### config.mk
export PLATFORM = sky130hd
export DESIGN_NAME = bounded_deque_with_remove
export DESIGN_NICKNAME = d
export VERILOG_FILES = /design/src/rtl/bdq_pkg.sv /design/src/rtl/bounded_deque_with_remove.sv /design/src/rtl/bdq_datapath.sv /design/src/rtl/bdq_controller.sv
export SDC_FILE = /design/constraint.sdc
export NUM_CORES = 1
export LEC_CHECK = 0
export BUFFER_PORTS_ARGS = -buffer_cell sky130_fd_sc_hd__buf_2
export CORE_MARGIN = 1.5
export CORE_UTILIZATION = 46
export DETAILED_ROUTE_END_ITERATION = 8
export MAX_ROUTING_LAYER = met4
export PLACE_DENSITY = 0.75
export SLEW_MARGIN = 20
export SYNTH_ARGS = -nofsm -noshare
export SYNTH_HDL_FRONTEND = slang
export SYNTH_SLANG_ARGS = --single-unit
### constraint.sdc
create_clock -name clock -period 14.7 [get_ports clock]
set_input_delay 2.94 -clock clock [delete_from_list [all_inputs] [get_ports clock]]
set_output_delay 2.94 -clock clock [all_outputs]
set_load 0.005 [all_outputs]
### src/rtl/bdq_pkg.sv
`timescale 1ns / 1ps
// ----------------------------------------------------------------------------
// bdq_pkg
// Shared types and constants of the bounded deque: request and status codes,
// and the command and status groups between the controller and the datapath.
// ----------------------------------------------------------------------------
package bdq_pkg;

   // Default number of storage slots.
   localparam int DEPTH_DEFAULT = 16;

   // Width of the entry count and of the capacity register.
   localparam int COUNT_W = 5;

   // Capacity after reset.
   localparam logic [COUNT_W-1:0] CAPACITY_RESET = 5'd16;

   // Width of the configuration address bus; register i sits at byte 4*i.
   localparam int CSR_AW = 3;

   // Register index of the capacity register.
   localparam logic CSR_CAPACITY = 1'b0;

   // Request codes.
   typedef enum logic [2:0] {
      REQ_PUSH_BACK  = 3'd0,
      REQ_PUSH_FRONT = 3'd1,
      REQ_POP_FRONT  = 3'd2,
      REQ_POP_BACK   = 3'd3,
      REQ_REMOVE     = 3'd4
   } req_code_type;

   // Result status codes.
   typedef enum logic [1:0] {
      ST_OK        = 2'd0,
      ST_FULL      = 2'd1,
      ST_EMPTY     = 2'd2,
      ST_NOT_FOUND = 2'd3
   } status_type;

   // Address choice for the first memory read port.
   typedef enum logic [1:0] {
      RD_FRONT,
      RD_BACK,
      RD_SCAN,
      RD_SHIFT
   } rd_sel_type;

   // Address choice for the memory write port.
   typedef enum logic [1:0] {
      WR_BACK,
      WR_FRONT,
      WR_SHIFT
   } wr_sel_type;

   // Pointer and count updates.
   typedef enum logic [2:0] {
      OP_NONE,
      OP_PUSH_BACK,
      OP_PUSH_FRONT,
      OP_POP_FRONT,
      OP_POP_BACK,
      OP_REMOVE
   } op_type;

   // Commands from the controller to the datapath.
   typedef struct packed {
      logic       latch;
      rd_sel_type rd_sel;
      logic       wr_en;
      wr_sel_type wr_sel;
      op_type     op;
      logic       idx_clr;
      logic       idx_inc;
      logic       capture_pop;
      logic       set_status;
      status_type status;
      logic       respond;
   } dp_cmd_type;

   // Status flags from the datapath to the controller.
   typedef struct packed {
      logic full;
      logic empty;
      logic idx_end;
      logic idx_last;
      logic match;
   } dp_stat_type;

endpackage

### src/rtl/bounded_deque_with_remove.sv
`timescale 1ns / 1ps
// ----------------------------------------------------------------------------
// bounded_deque_with_remove
// Double-ended queue of signed 32-bit values in a circular buffer, with a
// configurable capacity and a remove-first-match request.
// ----------------------------------------------------------------------------
//
//   Channel   Handshake               Payload
//   request   start / busy            req_type, req_data_in
//   result    rsp_valid (one cycle)   rsp_status, rsp_data_out, rsp_entry_count,
//                                     rsp_front_value, rsp_back_value
//   config    APB psel/penable        paddr, pwdata, prdata (capacity at 0)
//
// Each transaction steps through the issue, execute, fetch and reply states;
// busy holds off a new request until the result strobe. A remove scans from
// the front, reading and comparing one entry at a time, then moves each
// later entry one slot toward the front. The entry memory has a single write
// port and registered reads. Reset clears pointers, count and capacity at once;
// no clearing pass is needed. The receiver cannot stall the result strobe.
//
module bounded_deque_with_remove
   import bdq_pkg::*;
#(
   parameter int DEPTH = DEPTH_DEFAULT
) (
   input  logic                 clock,
   input  logic                 reset,
   input  logic                 start,
   output logic                 busy,
   input  logic [2:0]           req_type,
   input  logic signed [31:0]   req_data_in,
   output logic                 rsp_valid,
   output logic [1:0]           rsp_status,
   output logic signed [31:0]   rsp_data_out,
   output logic [COUNT_W-1:0]   rsp_entry_count,
   output logic signed [31:0]   rsp_front_value,
   output logic signed [31:0]   rsp_back_value,
   input  logic                 psel,
   input  logic                 penable,
   input  logic                 pwrite,
   input  logic [CSR_AW-1:0]    paddr,
   input  logic [31:0]          pwdata,
   output logic [31:0]          prdata,
   output logic                 pready
);

   logic [COUNT_W-1:0] capacity_ff;
   logic               csr_write;
   dp_cmd_type         cmd;
   dp_stat_type        stat;

   // Configuration register, written in the access phase.
   assign pready    = 1'b1;
   assign csr_write = psel && penable && pwrite && pready && (paddr[2] == CSR_CAPACITY);

   always_ff @(posedge clock) begin
      if (reset) begin
         capacity_ff <= CAPACITY_RESET;
      end else if (csr_write) begin
         capacity_ff <= pwdata[COUNT_W-1:0];
      end
   end

   assign prdata = (paddr[2] == CSR_CAPACITY) ? {{(32-COUNT_W){1'b0}}, capacity_ff} : '0;

   bdq_controller u_controller (
      .clock    (clock),
      .reset    (reset),
      .start    (start),
      .req_type (req_type),
      .stat     (stat),
      .cmd      (cmd),
      .busy     (busy)
   );

   bdq_datapath #(
      .DEPTH (DEPTH)
   ) u_datapath (
      .clock           (clock),
      .reset           (reset),
      .req_data_in     (req_data_in),
      .capacity        (capacity_ff),
      .cmd             (cmd),
      .stat            (stat),
      .rsp_valid       (rsp_valid),
      .rsp_status      (rsp_status),
      .rsp_data_out    (rsp_data_out),
      .rsp_entry_count (rsp_entry_count),
      .rsp_front_value (rsp_front_value),
      .rsp_back_value  (rsp_back_value)
   );

endmodule

### src/rtl/bdq_datapath.sv
`timescale 1ns / 1ps
// ----------------------------------------------------------------------------
// bdq_datapath
// Entry memory, front pointer, entry count, scan index and result registers
// of the bounded deque. Acts on commands from the controller.
// ----------------------------------------------------------------------------
module bdq_datapath
   import bdq_pkg::*;
#(
   parameter int DEPTH = DEPTH_DEFAULT
) (
   input  logic                      clock,
   input  logic                      reset,
   input  logic signed [31:0]        req_data_in,
   input  logic [COUNT_W-1:0]        capacity,
   input  dp_cmd_type                cmd,
   output dp_stat_type               stat,
   output logic                      rsp_valid,
   output logic [1:0]                rsp_status,
   output logic signed [31:0]        rsp_data_out,
   output logic [COUNT_W-1:0]        rsp_entry_count,
   output logic signed [31:0]        rsp_front_value,
   output logic signed [31:0]        rsp_back_value
);

   localparam int AW      = (DEPTH > 1) ? $clog2(DEPTH) : 1;
   localparam int SW      = ((AW > COUNT_W) ? AW : COUNT_W) + 1;
   localparam int LIM_MAX = (DEPTH < (1 << COUNT_W) - 1) ? DEPTH : (1 << COUNT_W) - 1;
   localparam logic [COUNT_W-1:0] LIM_MAX_C = COUNT_W'(LIM_MAX);
   localparam logic [AW-1:0]      LAST_SLOT = AW'(DEPTH - 1);

   // Slot of the entry at a given distance from the front, wrapped once.
   function automatic logic [AW-1:0] slot_of(input logic [AW-1:0] base,
                                             input logic [COUNT_W-1:0] off);
      logic [SW-1:0] sum;
      sum = SW'(base) + SW'(off);
      if (sum >= SW'(DEPTH)) begin
         sum = sum - SW'(DEPTH);
      end
      return sum[AW-1:0];
   endfunction

   logic signed [31:0]  mem [DEPTH];

   logic [AW-1:0]       front_ff, front_in;
   logic [COUNT_W-1:0]  count_ff, count_in;
   logic [COUNT_W-1:0]  idx_ff;
   logic signed [31:0]  data_ff;
   logic signed [31:0]  pop_ff;
   status_type          status_ff;
   logic signed [31:0]  rd_a_ff, rd_b_ff;
   logic                rsp_valid_ff;
   logic [1:0]          rsp_status_ff;
   logic signed [31:0]  rsp_data_ff, rsp_front_ff, rsp_back_ff;
   logic [COUNT_W-1:0]  rsp_count_ff;

   logic [COUNT_W-1:0]  limit;
   logic [COUNT_W-1:0]  idx_next;
   logic [AW-1:0]       front_dec, front_inc, back_slot;
   logic [AW-1:0]       rd_addr_a, wr_addr;
   logic signed [31:0]  wr_data;

   // Effective capacity, saturated to the built depth.
   assign limit    = (capacity > LIM_MAX_C) ? LIM_MAX_C : capacity;
   assign idx_next = idx_ff + 1'b1;

   // Neighbor slots of the front pointer and the slot of the back entry.
   assign front_dec = (front_ff == '0) ? LAST_SLOT : front_ff - 1'b1;
   assign front_inc = (front_ff == LAST_SLOT) ? '0 : front_ff + 1'b1;
   assign back_slot = (count_ff == '0) ? front_ff : slot_of(front_ff, count_ff - 1'b1);

   // Status flags for the controller.
   assign stat.full     = (count_ff >= limit);
   assign stat.empty    = (count_ff == '0);
   assign stat.idx_end  = (idx_ff >= count_ff);
   assign stat.idx_last = (idx_next >= count_ff);
   assign stat.match    = (rd_a_ff == data_ff);

   // Read and write address selection.
   always_comb begin
      unique case (cmd.rd_sel)
         RD_FRONT: rd_addr_a = front_ff;
         RD_BACK:  rd_addr_a = back_slot;
         RD_SCAN:  rd_addr_a = slot_of(front_ff, idx_ff);
         RD_SHIFT: rd_addr_a = slot_of(front_ff, idx_next);
         default:  rd_addr_a = front_ff;
      endcase
      unique case (cmd.wr_sel)
         WR_BACK:  wr_addr = slot_of(front_ff, count_ff);
         WR_FRONT: wr_addr = front_dec;
         WR_SHIFT: wr_addr = slot_of(front_ff, idx_ff);
         default:  wr_addr = front_ff;
      endcase
      wr_data = (cmd.wr_sel == WR_SHIFT) ? rd_a_ff : data_ff;
   end

   // Entry memory: one write port, two registered read ports.
   always_ff @(posedge clock) begin
      if (cmd.wr_en) begin
         mem[wr_addr] <= wr_data;
      end
      rd_a_ff <= mem[rd_addr_a];
      rd_b_ff <= mem[back_slot];
   end

   // Pointer and count updates.
   always_comb begin
      front_in = front_ff;
      count_in = count_ff;
      unique case (cmd.op)
         OP_NONE: begin
         end
         OP_PUSH_BACK: begin
            count_in = count_ff + 1'b1;
         end
         OP_PUSH_FRONT: begin
            front_in = front_dec;
            count_in = count_ff + 1'b1;
         end
         OP_POP_FRONT: begin
            front_in = front_inc;
            count_in = count_ff - 1'b1;
         end
         OP_POP_BACK, OP_REMOVE: begin
            count_in = count_ff - 1'b1;
         end
         default: begin
         end
      endcase
   end

   always_ff @(posedge clock) begin
      if (reset) begin
         front_ff     <= '0;
         count_ff     <= '0;
         rsp_valid_ff <= 1'b0;
      end else begin
         front_ff     <= front_in;
         count_ff     <= count_in;
         rsp_valid_ff <= cmd.respond;
      end
   end

   // Transaction payload, scan index and partial result.
   always_ff @(posedge clock) begin
      if (cmd.latch) begin
         data_ff   <= req_data_in;
         pop_ff    <= '0;
         status_ff <= ST_OK;
      end else begin
         if (cmd.capture_pop) begin
            pop_ff <= rd_a_ff;
         end
         if (cmd.set_status) begin
            status_ff <= cmd.status;
         end
      end
      if (cmd.idx_clr) begin
         idx_ff <= '0;
      end else if (cmd.idx_inc) begin
         idx_ff <= idx_next;
      end
   end

   // Result registers, loaded once per transaction.
   always_ff @(posedge clock) begin
      if (cmd.respond) begin
         rsp_status_ff <= status_ff;
         rsp_data_ff   <= pop_ff;
         rsp_count_ff  <= count_ff;
         rsp_front_ff  <= (count_ff == '0) ? '0 : rd_a_ff;
         rsp_back_ff   <= (count_ff == '0) ? '0 : rd_b_ff;
      end
   end

   assign rsp_valid       = rsp_valid_ff;
   assign rsp_status      = rsp_status_ff;
   assign rsp_data_out    = rsp_data_ff;
   assign rsp_entry_count = rsp_count_ff;
   assign rsp_front_value = rsp_front_ff;
   assign rsp_back_value  = rsp_back_ff;

endmodule

### src/rtl/bdq_controller.sv
`timescale 1ns / 1ps
// ----------------------------------------------------------------------------
// bdq_controller
// Sequencer of the bounded deque. Steps each transaction through its memory
// reads and writes, the remove scan and shift, and the result cycle.
// ----------------------------------------------------------------------------
module bdq_controller
   import bdq_pkg::*;
(
   input  logic        clock,
   input  logic        reset,
   input  logic        start,
   input  logic [2:0]  req_type,
   input  dp_stat_type stat,
   output dp_cmd_type  cmd,
   output logic        busy
);

   typedef enum logic [3:0] {
      S_IDLE,
      S_ISSUE,
      S_EXEC,
      S_SCAN_RD,
      S_SCAN_CMP,
      S_SHIFT_RD,
      S_SHIFT_WR,
      S_FETCH,
      S_REPLY
   } state_type;

   state_type   state_ff, state_in;
   logic [2:0]  req_ff;
   logic        busy_ff;
   logic        accept;

   assign accept = start && !busy_ff;
   assign busy   = busy_ff;

   // Next state and datapath commands.
   always_comb begin
      state_in        = state_ff;
      cmd             = '0;
      cmd.rd_sel      = RD_FRONT;
      cmd.wr_sel      = WR_BACK;
      cmd.op          = OP_NONE;
      cmd.status      = ST_OK;
      unique case (state_ff)
         S_IDLE: begin
            if (accept) begin
               cmd.latch = 1'b1;
               state_in  = S_ISSUE;
            end
         end
         // Read the entry a pop will return.
         S_ISSUE: begin
            cmd.rd_sel  = (req_code_type'(req_ff) == REQ_POP_BACK) ? RD_BACK : RD_FRONT;
            cmd.idx_clr = 1'b1;
            state_in    = S_EXEC;
         end
         // Carry out push and pop, or start the remove scan.
         S_EXEC: begin
            state_in = S_FETCH;
            unique case (req_code_type'(req_ff))
               REQ_PUSH_BACK: begin
                  if (stat.full) begin
                     cmd.set_status = 1'b1;
                     cmd.status     = ST_FULL;
                  end else begin
                     cmd.wr_en  = 1'b1;
                     cmd.wr_sel = WR_BACK;
                     cmd.op     = OP_PUSH_BACK;
                  end
               end
               REQ_PUSH_FRONT: begin
                  if (stat.full) begin
                     cmd.set_status = 1'b1;
                     cmd.status     = ST_FULL;
                  end else begin
                     cmd.wr_en  = 1'b1;
                     cmd.wr_sel = WR_FRONT;
                     cmd.op     = OP_PUSH_FRONT;
                  end
               end
               REQ_POP_FRONT: begin
                  if (stat.empty) begin
                     cmd.set_status = 1'b1;
                     cmd.status     = ST_EMPTY;
                  end else begin
                     cmd.capture_pop = 1'b1;
                     cmd.op          = OP_POP_FRONT;
                  end
               end
               REQ_POP_BACK: begin
                  if (stat.empty) begin
                     cmd.set_status = 1'b1;
                     cmd.status     = ST_EMPTY;
                  end else begin
                     cmd.capture_pop = 1'b1;
                     cmd.op          = OP_POP_BACK;
                  end
               end
               REQ_REMOVE: begin
                  state_in = S_SCAN_RD;
               end
               default: begin
               end
            endcase
         end
         // Read the next entry of the scan, or give up past the back.
         S_SCAN_RD: begin
            if (stat.idx_end) begin
               cmd.set_status = 1'b1;
               cmd.status     = ST_NOT_FOUND;
               state_in       = S_FETCH;
            end else begin
               cmd.rd_sel = RD_SCAN;
               state_in   = S_SCAN_CMP;
            end
         end
         S_SCAN_CMP: begin
            if (stat.match) begin
               state_in = S_SHIFT_RD;
            end else begin
               cmd.idx_inc = 1'b1;
               state_in    = S_SCAN_RD;
            end
         end
         // Move each later entry one slot toward the front.
         S_SHIFT_RD: begin
            if (stat.idx_last) begin
               cmd.op   = OP_REMOVE;
               state_in = S_FETCH;
            end else begin
               cmd.rd_sel = RD_SHIFT;
               state_in   = S_SHIFT_WR;
            end
         end
         S_SHIFT_WR: begin
            cmd.wr_en   = 1'b1;
            cmd.wr_sel  = WR_SHIFT;
            cmd.idx_inc = 1'b1;
            state_in    = S_SHIFT_RD;
         end
         // Read the front and back entries for the result.
         S_FETCH: begin
            cmd.rd_sel = RD_FRONT;
            state_in   = S_REPLY;
         end
         S_REPLY: begin
            cmd.respond = 1'b1;
            state_in    = S_IDLE;
         end
         default: begin
            state_in = S_IDLE;
         end
      endcase
   end

   // State, busy flag and the latched request code.
   always_ff @(posedge clock) begin
      if (reset) begin
         state_ff <= S_IDLE;
         busy_ff  <= 1'b0;
      end else begin
         state_ff <= state_in;
         busy_ff  <= (state_in != S_IDLE);
      end
      if (accept) begin
         req_ff <= req_type;
      end
   end

endmodule

==> run_results.csv <==
group,metric,value,unit
status,outcome,"finished, final reports clean",
critical_path,r2r_slack,8.78,ns
grt,grt_util_all_layers,0.239,
power_and_ir_drop,power_switching,2520,µW
layout,drive_gt1_frac,0.273,
power_and_ir_drop,powerDensity,197,nW/µm²
yosys,ys_ff_latch,773,
timing,min_period_over_period,0.426,
die,fp.coreArea,72800,µm²
power_and_ir_drop,intPower,5030,µW
timing,drv_slew,0,
critical_path,crit_family,"buffers and inverters",
timing,fmax,0.160,GHz
critical_path,crit_top_cell,"buf_2",
timing,holdWs,0.428,ns
die,fp.dieH,274,µm
clock_tree,clockBufferDepth,3,
layout,final_nets,2291,
clock_tree,worstSkewPairLatency,0.64,ns
die,rows,99,
clock_tree,cts_tree,"yes",
placement,portBuffers,156,
die,ios,214,
grt,antenna_found_initial,3,
route,route.vias.total,19900,
power_and_ir_drop,combinationalPowerShare,0.347,
route,ant_nets,0,
critical_path,worst_r2r_endpoint,"u_datapath.rd_a_ff[22]$_DFF_P_",
yosys,synthFlopType,"edfxtp_1",
grt,grt_max_degree,71,
timing,slew_headroom,0.232,
timing,min_period,6.26,ns
job,drv_cap,0,
timing,hold_viol,0,
layout,fin_area,38300,µm²
timing,tightest_slew,1.14,ns
yosys,syn_inst,2028,
worst_hold_path,hold_path.startpoint,"u_datapath.pop_ff[2]$_SDFFE_PP0P_",
route,drc,0,
yosys,synthArstFlopShare,0,
yosys,yosys-top-cells-area,"edfxtp_1, mux4_2, dfxtp_1",
placement,dp_hpwl,49400,µm
placement,placed_cell_area,35600,µm²
layout,syn2layout_area_growth,13.2,%
clock_tree,holdBufCountCts,0,
yosys,synth_largest_area_cell,"edfxtp_1",
timing,fin_skew,0.0284,ns
critical_path,max_stage_delay,0.13,ns
critical_path,crit_slowest_cell,"buf_2",
power_and_ir_drop,ir_drop,0.125,mV
power_and_ir_drop,swShare,0.334,
clock_tree,post_cts_buffers,0,
critical_path,crit_start,"paddr[2]",
grt,grt_pass1_wl,128000,µm
yosys,yosysWarningCount,0,
route,firstDrtPassIters,6,
critical_path,cp-start-kind,"input port",
clock_tree,htreeDepth,3,
yosys,yosysUniqueCellTypes,68,
placement,place_congestion,0.825,
yosys,post-synth-top-area-fraction,0.578,
yosys,synth.cell_area,33800,µm²
power_and_ir_drop,seq_power_share,0.384,
timing,finalSetupTns,0,ns
critical_path,crit_arrival,3.32,ns
yosys,synth_enable_flop_cells,650,
grt,overflow,0,
timing,rsz0062_at_grt,"false",
yosys,synth_commonest_cells,"edfxtp_1, mux4_2, nand2_1",
power_and_ir_drop,p_leak,0.0132,µW
worst_hold_path,min_delay_path_depth,0,
die,dieWidth,274,µm
yosys,avgSynthCellArea,16.7,µm²
clock_tree,clock-sinks,773,
critical_path,cp.required,11.76,ns
layout,final_core_util,0.525,
critical_path,endpoint_kind,"primary output",
yosys,ys_seq_area_frac,0.650,
route,routedWlPerCell,27.1,µm
grt,grt_pass1_vias,20100,
power_and_ir_drop,p_clk_frac,0.269,
clock_tree,cts_resized,0,
worst_hold_path,hp-class,"reg -> reg",
critical_path,path_class,"in -> out",
route,via_per_inst,6.21,
critical_path,crit_buf_inv,2,
clock_tree,cts_made_buffers,78,
route,drt_iter0_drc,2444,
die,start_util,0.464,
critical_path,cp_max_fo,6,
critical_path,rr_startpoint,"u_datapath.count_ff[1]$_SDFFE_PP0P_",
critical_path,r2r_cells,14,
critical_path,crit_chain,"buf_2, nor2b_1, buf_2",
route,wirelength,86700,µm
clock_tree,cts_root_buffer,"clkbuf_16",
clock_tree,clk_pin_slew,0.06,ns
yosys,synth.most_common_cell,"edfxtp_1",
worst_hold_path,min_delay_worst_endpoint,"u_datapath.rsp_data_out[2]$_DFFE_PP_",
timing,setup_viol,0,
die,dieArea,75100,µm²
cells in the final DEF, fill, tap and decap left out, types with 7 or more instances in the layout:
cell type  netlist  layout
nor2_4           0      17
xor2_1          38      38
bufinv_16        0       8
mux4_2         256     256
nand2_1        217     216
a21oi_1         86      84
a211oi_1        33      33
a21o_1           7       7
o21ai_0         10      10
and2_1          66      65
edfxtp_1       650     650
nor4_1          10       8
buf_4           46      40
nor2b_1         40      40
a22oi_1         66      66
clkbuf_8         0       9
clkinv_2         0      10
mux2i_1         40      38
ha_1            33      33
xnor2_1         16      16
dfxtp_1        123     123
conb_1           2      28
nand3_1          9       8
inv_1           22      22
clkbuf_16        0      79
buf_2           35     156
clkinv_1         0       7
nor2_1          53      36
clkbuf_1        62      19
worst register-to-register path, delay by kind of cell, from the launching register on:
family                     cells  cell delay (ns)
adders and majority gates      1             0.34
and+or+nand+nor                4             1.19
AOI/OAI and AO/OA              2             0.33
muxes                          2             0.71
buffers and inverters          5             2.83
DFF                            1             0.38
state kept, by name (all words and copies together), names as in the netlist:
signal	count
u_datapath.mem	512
u_datapath.data_ff	32
u_datapath.pop_ff	32
u_datapath.rd_a_ff	32
u_datapath.rd_b_ff	32
u_datapath.rsp_back_value	32
u_datapath.rsp_data_out	32
u_datapath.rsp_front_value	32
capacity_ff	5
u_datapath.count_ff	5
u_datapath.idx_ff	5
u_datapath.rsp_entry_count	5
u_controller.state_ff	4
u_datapath.front_ff	4
u_controller.req_ff	3
u_datapath.rsp_status	2
u_datapath.status_ff	2
u_controller.busy	1
u_datapath.rsp_valid	1
metrics by stage:
stage / total power [µW] / worst slack (ns) / std cells
4_1_cts: 7570 / 8.43 / 3201
3_3_place_gp: 5470 / 8.47 / 3057
5_1_grt: 7850 / 8.41 / 3203
3_5_place_dp: 5540 / 8.43 / 3057
2_1_floorplan: 4790 / 3.50 / 2054
6_report: 7550 / 8.44 / 3203
cell type report:
| class | instances | area (µm²) |
|---|---|---|
| fillers | 5726 | 34600 |
| flip-flops and latches | 773 | 22000 |
| multi-input cells | 1106 | 11300 |
| clock buffers | 107 | 2170 |
| well taps | 959 | 1200 |
| repair buffers | 197 | 1090 |
| clock inverters | 37 | 452 |
| inverters | 22 | 82.6 |
| diodes | 2 | 5.00 |
logic make-up (layout without fill, tap and decap cells):
logic type | count (synthesis) | count (layout) | synth area share
mux | 300 | 300 | 0.184
other cells | 2 | 30 | 0.000222
simple gates | 439 | 439 | 0.0620
compound gates | 247 | 247 | 0.0488
buf+inv | 175 | 363 | 0.0258
flops | 773 | 773 | 0.650
fa+ha+maj | 38 | 38 | 0.0149
xor+xnor | 54 | 54 | 0.0140
worst max-delay path by stage:
stage	to	slack, ns	depth (start not counted)
final	prdata[0]	8.44	3
after CTS	prdata[0]	8.43	3
after floorplan	u_datapath.rsp_back_value[0]$_SDFFCE_PP0P_	3.50	2
after global placement	prdata[3]	8.47	3
after global routing	prdata[0]	8.41	3
after detailed placement	prdata[0]	8.43	3
layer usage:
metal / global-route usage / routed length, µm
met5: - / 0
met3: 0.0548 / 9750
met2: 0.377 / 41600
met1: 0.311 / 32900
met4: 0.0732 / 2530
power groups by stage:
stage / Clock [µW] / Sequential, µW / Combinational [µW]
after floorplan: 0 / 2830 / 1960
after global placement: 0 / 2930 / 2540
after detailed placement: 0 / 2930 / 2600
after CTS: 2060 / 2890 / 2620
after global routing: 2140 / 2910 / 2800
final: 2030 / 2900 / 2620
(Power assumes the default switching activity.)
